**config.mk**
```make
export PLATFORM = sky130hd
export DESIGN_NAME = phcm_div
export DESIGN_NICKNAME = d
export VERILOG_FILES = /design/src/design/pixel_hit_coordinate_mapper_macros.svh /design/src/design/phcm_div.sv
export SDC_FILE = /design/constraint.sdc
export NUM_CORES = 1
export LEC_CHECK = 0
export BUFFER_PORTS_ARGS = -buffer_cell sky130_fd_sc_hd__buf_2
export CORE_ASPECT_RATIO = 1.25
export CORE_MARGIN = 3
export CORE_UTILIZATION = 50
export DETAILED_ROUTE_END_ITERATION = 7
export PLACE_DENSITY = 0.66
export SLEW_MARGIN = 40
export SYNTH_ARGS = -nofsm -noshare
export SYNTH_HDL_FRONTEND = slang
export SYNTH_SLANG_ARGS = --single-unit
```
**constraint.sdc**
```tcl
create_clock -name clk -period 5.1 [get_ports clk]
set_clock_uncertainty 0.05 [all_clocks]
set_input_delay 0.255 -clock clk [delete_from_list [all_inputs] [get_ports clk]]
set_output_delay 0.255 -clock clk [all_outputs]
set_load 0.05 [all_outputs]
```
**src/design/pixel_hit_coordinate_mapper_macros.svh**
```systemverilog
// Assertion macros for the pixel hit coordinate mapper.
// Taken in by the top level, which checks its own pipeline behavior.
`ifndef PIXEL_HIT_COORDINATE_MAPPER_MACROS_SVH
`define PIXEL_HIT_COORDINATE_MAPPER_MACROS_SVH

// Same-cycle implication, disabled while reset is high.
`define PHCM_ASSERT_IMP(label, clk, rst, ante, cons) \
  label: assert property (@(posedge clk) disable iff (rst) (ante) |-> (cons)) \
    else $error("phcm: same-cycle check failed");

// Next-cycle implication, disabled while reset is high.
`define PHCM_ASSERT_NEXT(label, clk, rst, ante, cons) \
  label: assert property (@(posedge clk) disable iff (rst) (ante) |=> (cons)) \
    else $error("phcm: next-cycle check failed");

`endif

```
**src/design/phcm_div.sv**
```systemverilog
// Pipelined restoring divider, one quotient bit per stage, with saturation flag.
// Standalone; instantiated by the pixel hit coordinate mapper top level.
`timescale 1ns / 1ps

module phcm_div #(
  parameter int NW = 36,
  parameter int DW = 21,
  parameter int QW = 13
) (
  input  logic          clk,
  input  logic          en,
  input  logic [NW-1:0] num,
  input  logic [DW-1:0] den,
  output logic [QW-1:0] quo,
  output logic          sat
);

  localparam int WW = ((NW > DW + QW) ? NW : DW + QW) + 1;

  logic [WW-1:0] rem [QW];
  logic [QW-1:0] qt  [QW];
  logic          st  [QW];
  logic [WW-1:0] num_ext;
  logic [WW-1:0] den_ext;

  assign num_ext = WW'(num);
  assign den_ext = WW'(den);

  for (genvar s = 0; s < QW; s++) begin : g_stage
    localparam int K = QW - 1 - s;
    logic [WW-1:0] rem_in;
    logic [QW-1:0] q_in;
    logic [QW-1:0] q_out;
    logic [WW-1:0] dk;
    logic          take;

    always_comb begin
      rem_in = (s == 0) ? num_ext : rem[(s == 0) ? 0 : s - 1];
      q_in   = (s == 0) ? '0 : qt[(s == 0) ? 0 : s - 1];
      dk     = den_ext << K;
      take   = rem_in >= dk;
      q_out    = q_in;
      q_out[K] = take;
    end

    always_ff @(posedge clk) begin
      if (en) begin
        rem[s] <= take ? rem_in - dk : rem_in;
        qt[s]  <= q_out;
        if (s == 0) begin
          // A quotient of 2**QW or more is past every count and only saturates.
          st[s] <= num_ext >= (den_ext << QW);
        end else begin
          st[s] <= st[(s == 0) ? 0 : s - 1];
        end
      end
    end
  end

  assign quo = qt[QW-1];
  assign sat = st[QW-1];

endmodule
```
Yosys cells after proc, flatten, opt, wreduce, memory -nomap -nowiden
Memories as Yosys holds them, arrays and structs flattened.
Cells that the tools add are included.

word-level totals
  flip-flop bits (word level) = 0
  output and inout port bits = 14
  bits of input ports = 59
  memory bits (writable) = 663
  word-level logic and storage cells = 45
  memories kept = 3

memories
  name  depth  bits a word  rd ports  clocked after Yosys merged registers in  write ports  RTL line        RTL
  rem   13     37           12        0                                        13           phcm_div.sv:20  logic [WW-1:0] rem [QW];
  qt    13     13           13        0                                        13           phcm_div.sv:21  logic [QW-1:0] qt [QW];
  st    13     1            13        0                                        13           phcm_div.sv:22  logic st [QW];

operators by class
  add/sub/neg operators = 13
  magnitude comparators = 14
  muxes and demuxes = 15

operators by type and width
  operator                        count
  two-way mux 37 bit              13
  >= comparator 37 x 21 -> 1 bit  1
  >= comparator 37 x 22 -> 1 bit  1
  >= comparator 37 x 23 -> 1 bit  1
  >= comparator 37 x 24 -> 1 bit  1
  >= comparator 37 x 25 -> 1 bit  1
  >= comparator 37 x 26 -> 1 bit  1
  >= comparator 37 x 27 -> 1 bit  1
  >= comparator 37 x 28 -> 1 bit  1
  >= comparator 37 x 29 -> 1 bit  1
  >= comparator 37 x 30 -> 1 bit  1
  >= comparator 37 x 31 -> 1 bit  1
  >= comparator 37 x 32 -> 1 bit  1
  subtractor 36 x 33 -> 37 bit    1
  subtractor 37 x 21 -> 37 bit    1
  subtractor 37 x 22 -> 37 bit    1
  subtractor 37 x 23 -> 37 bit    1
  subtractor 37 x 24 -> 37 bit    1
  subtractor 37 x 25 -> 37 bit    1
  subtractor 37 x 26 -> 37 bit    1
  subtractor 37 x 27 -> 37 bit    1
  subtractor 37 x 28 -> 37 bit    1
  subtractor 37 x 29 -> 37 bit    1
  subtractor 37 x 30 -> 37 bit    1
  5 further kinds                 6

Logic depth before layout (Yosys ltp)
An unclocked memory read counts as a cell.

  depth in word-level cells = 3
  depth in mapped cells = 15
  mapped depth without buffers = 14

Worst setup path before layout
OpenSTA, ideal clock, no wires.

  path kind = register -> register
  from = memory rem[1][75] in the netlist's numbering
  to = memory rem[1][129] in the netlist's numbering (data pin)
  stages on the path, launching flop included = 16
  required time = 4.780 ns
  path slack = 1.471 ns
  buffers on the path = 2
  setup time = 0.270 ns
  clock period less this slack = 3.629 ns
  arrival = 3.309 ns
  cell sequence = edfxtp_1 inv_1 ha_1 inv_1 fa_1 a211oi_1 o21ai_1 a311oi_1 nor4_1 or4_1 a31oi_1 inv_2 buf_2 clkbuf_1 nor2_1 a21oi_1

RTL lines
  what         RTL line
  from (decl)  phcm_div.sv:20

==> flow_summary.ini <==
[final_layout]
fin_area_mm2 = 0.03918
diodes = 0
fin_util_pct = 57.05
final_common_cell = edfxtp_1
syn2layout_area_growth_pct = 12.12
finalNonFillerCells = 4455
mostFrequentLayoutCells = edfxtp_1 (548), nand2_1 (297), ha_1 (294)
drive_above_1_share_pct = 8.869
nets = 3845

[synth]
syn-instance-count = 3326
synth_edf_count = 548
synth_area_per_cell_um2 = 10.51
ys_warn_count = 0
syn_nets = 3691
yosysTopAreaCellShare_pct = 47.09
ys_async_sr_fraction_pct = 0
synth_cell_types = 81
yosysTopAreaCell = edfxtp_1
syn-cell-area_mm2 = 0.03494
synth_seq_cells = 548
ys_seq_area_share_pct = 47.09
netlist_top_cells_area = edfxtp_1 (47%), ha_1 (11%), a21oi_1 (4.2%), xnor2_1 (4.0%), xor2_1 (3.7%)
synthFlopType = edfxtp_1

[drt]
dr_wl_met3_mm = 4.191
antenna_left = 0
top_layer = met4
vias_per_cell = 6.019
route.met2.wl_mm = 49.26
wl_mm = 96.74
drtIter0Drc = 1958
drt-met1-wl_mm = 37.82
vias = 26815
wl_per_cell_um = 21.71
drt-pass1-iter-count = 6
drc = 0

[critical_path]
cp.required_ns = 5.43
ff2ff_setup_slack_ns = 0.98
rr_worst_depth = 15
cpMaxStageDelayCell = or4_1
end_kind = register
timing.rr.start = rem[1][75]
crit_buf_inv = 4
max_stage_delay_ns = 0.62
worstSetupStartpointType = register
crit_chain = inv_1, ha_1, inv_1, fa_1, a211oi_1, o21ai_1, a311oi_1, nor4_1, or4_1, a31oi_1, buf_4, inv_2, o211ai_1, nor3_1, xor2_1
path_delay_family = compound AO/OA/AOI/OAI gates
crit_top_cell = inv_1
worstPathMaxFanout = 13
r2r_end = rem[1][142]
worstSetupPathType = register to register
critPathArrivalTime_ns = 4.44

[floorplan]
die_h_um = 301.6
core_area_mm2 = 0.06868
io_pins = 73
die_x_um = 242.5
rows = 107
die-area_mm2 = 0.07312
start_util_pct = 50.88

[timing]
maxSlewViolCount = 0
max_freq_mhz = 242.8
fin_crit_ns = 4.118
tightest_slew_ns = 0.9641
slew_headroom_pct = 34.07
rsz0062_at_grt = no
fin_setup_tns_ns = 0
finalCritPeriodShare_pct = 80.75
setup_viol = 0
hold_violations = 0

[placed_design]
hpwl_mm = 72.36
place_area_mm2 = 0.03674
place.port_buffers = 72
gp_congestion = 0.9443
numPlacedInstances = 4307

[grt]
grt_pass1_wl_mm = 149.2
grt_pass1_vias = 26789
antenna_found_initial = 1
overflow = 0
track_usage_pct = 26.14
grt_max_degree = 120

[clock_tree]
postCtsSetupBuffers = 0
cts_tree = done
h-tree-depth = 2
clk_pin_slew_ns = 0.06
clock-root-buffer = clkbuf_16
cts_resized = 0
cts-hold-fix-buffers = 37
cts_sinks = 548
clockBufferDepth = 3
clock_latency_ns = 0.64
cts-buffers-inserted = 60

[outcome]
status = finished, final reports clean

[hold_path]
holdCritPathClass = input pin to register
hold_start = en
hold_path_depth = 1
worst_hold_path.endpoint = qt[10][8]

[power]
power.density_mw_per_mm2 = 527.8
p_int_uw = 13040
pwr-share-seq_pct = 36.8
clkPwrFrac_pct = 22.0
combPwrFrac_pct = 41.2
vdd_drop_max_uv = 324.4
netSwitchingFraction_pct = 36.96
p_leak_uw = 0.01496
p_sw_uw = 7643

[job]
max_cap_violations = 0
flip-flops by register name, indices dropped and copies added, names as in the netlist:
register,flops
rem,444
qt,91
st,13
cells by family (layout without fill, tap and decap cells):
logic type      count (synthesis)  in the layout  synth area share, %
fa+ha+maj                     306            306                11.21
compound gates                904            904                15.88
buf+inv                       178            381                2.009
flops                         548            548                47.09
mux                            51             51                1.636
simple gates                 1030           1030                14.42
xor+xnor                      309            309                7.745
stage by stage:
step | total power (uW) | worst slack (ns) | hold slack, ns
after CTS | 20710 | 1.061 | 0.08734
final | 20680 | 0.9816 | 0.1001
after global routing | 22050 | 0.8135 | 0.1070
after global placement | 15900 | 0.2196 | 0.3502
after detailed placement | 16070 | 0.6025 | 0.3545
after floorplan | 13680 | 1.471 | 0.3039
power groups by stage:
stage	Combinational, uW	Clock, uW	Sequential, uW
5_1_grt	9490	4840	7720
3_5_place_dp	8360	0	7700
6_report	8520	4550	7620
4_1_cts	8450	4640	7620
3_3_place_gp	8190	0	7700
2_1_floorplan	6430	0	7250
cells in the mapped netlist, types with 8 or more instances:
cell type and n:
edfxtp_1 548, o31a_1 11, nand4_1 53, nor3_1 76, o31ai_1 19, nor2_1 258, fa_1 12, nand3b_1 11
o21a_1 38, and4_1 8, nor4b_1 13, a21o_1 118, xor2_1 149, and2_1 10, or3_1 18, a211oi_1 15
inv_1 104, a31oi_1 27, or4_1 19, o211ai_1 18, o21ai_0 245, clkbuf_1 61, o21bai_1 31, or2_2 9
nor2b_1 40, ha_1 294, nand2b_1 46, mux2_2 49, xnor2_1 160, nor4_1 45, nand3_1 77, and3_1 23
nand2_1 297, a21oi_1 290
layout make-up:
type                       instances  area, um2
timing repair buffer             164       1254
sequential                       548      16460
clock inverter                    41      513.0
tap                              926       1159
fill                            5810      29500
inverter                         106      397.9
clock buffer                      70       1539
multi-input combinational       2600      17860
worst max path at each step:
stage               start          end  depth (start not counted)  slack, ns
6_report       rem[1][75]  rem[1][142]                         15       0.98
5_1_grt        rem[1][75]  rem[1][138]                         15       0.81
4_1_cts         rem[1][3]   rem[1][69]                         12       1.06
3_5_place_dp      den[14]  rem[0][203]                         10       0.60
3_3_place_gp      den[14]  rem[0][203]                         10       0.22
2_1_floorplan  rem[1][75]  rem[1][129]                         15       1.47
per-layer routing:
layer | vias up | global-route usage (%)
li1 | 12880 | -
met1 | 12894 | 29.97
met2 | 772 | 47.97
met3 | 269 | 3.290
met4 | 0 | 13.13
met5 | - | 0
(Power assumes the default switching activity.)
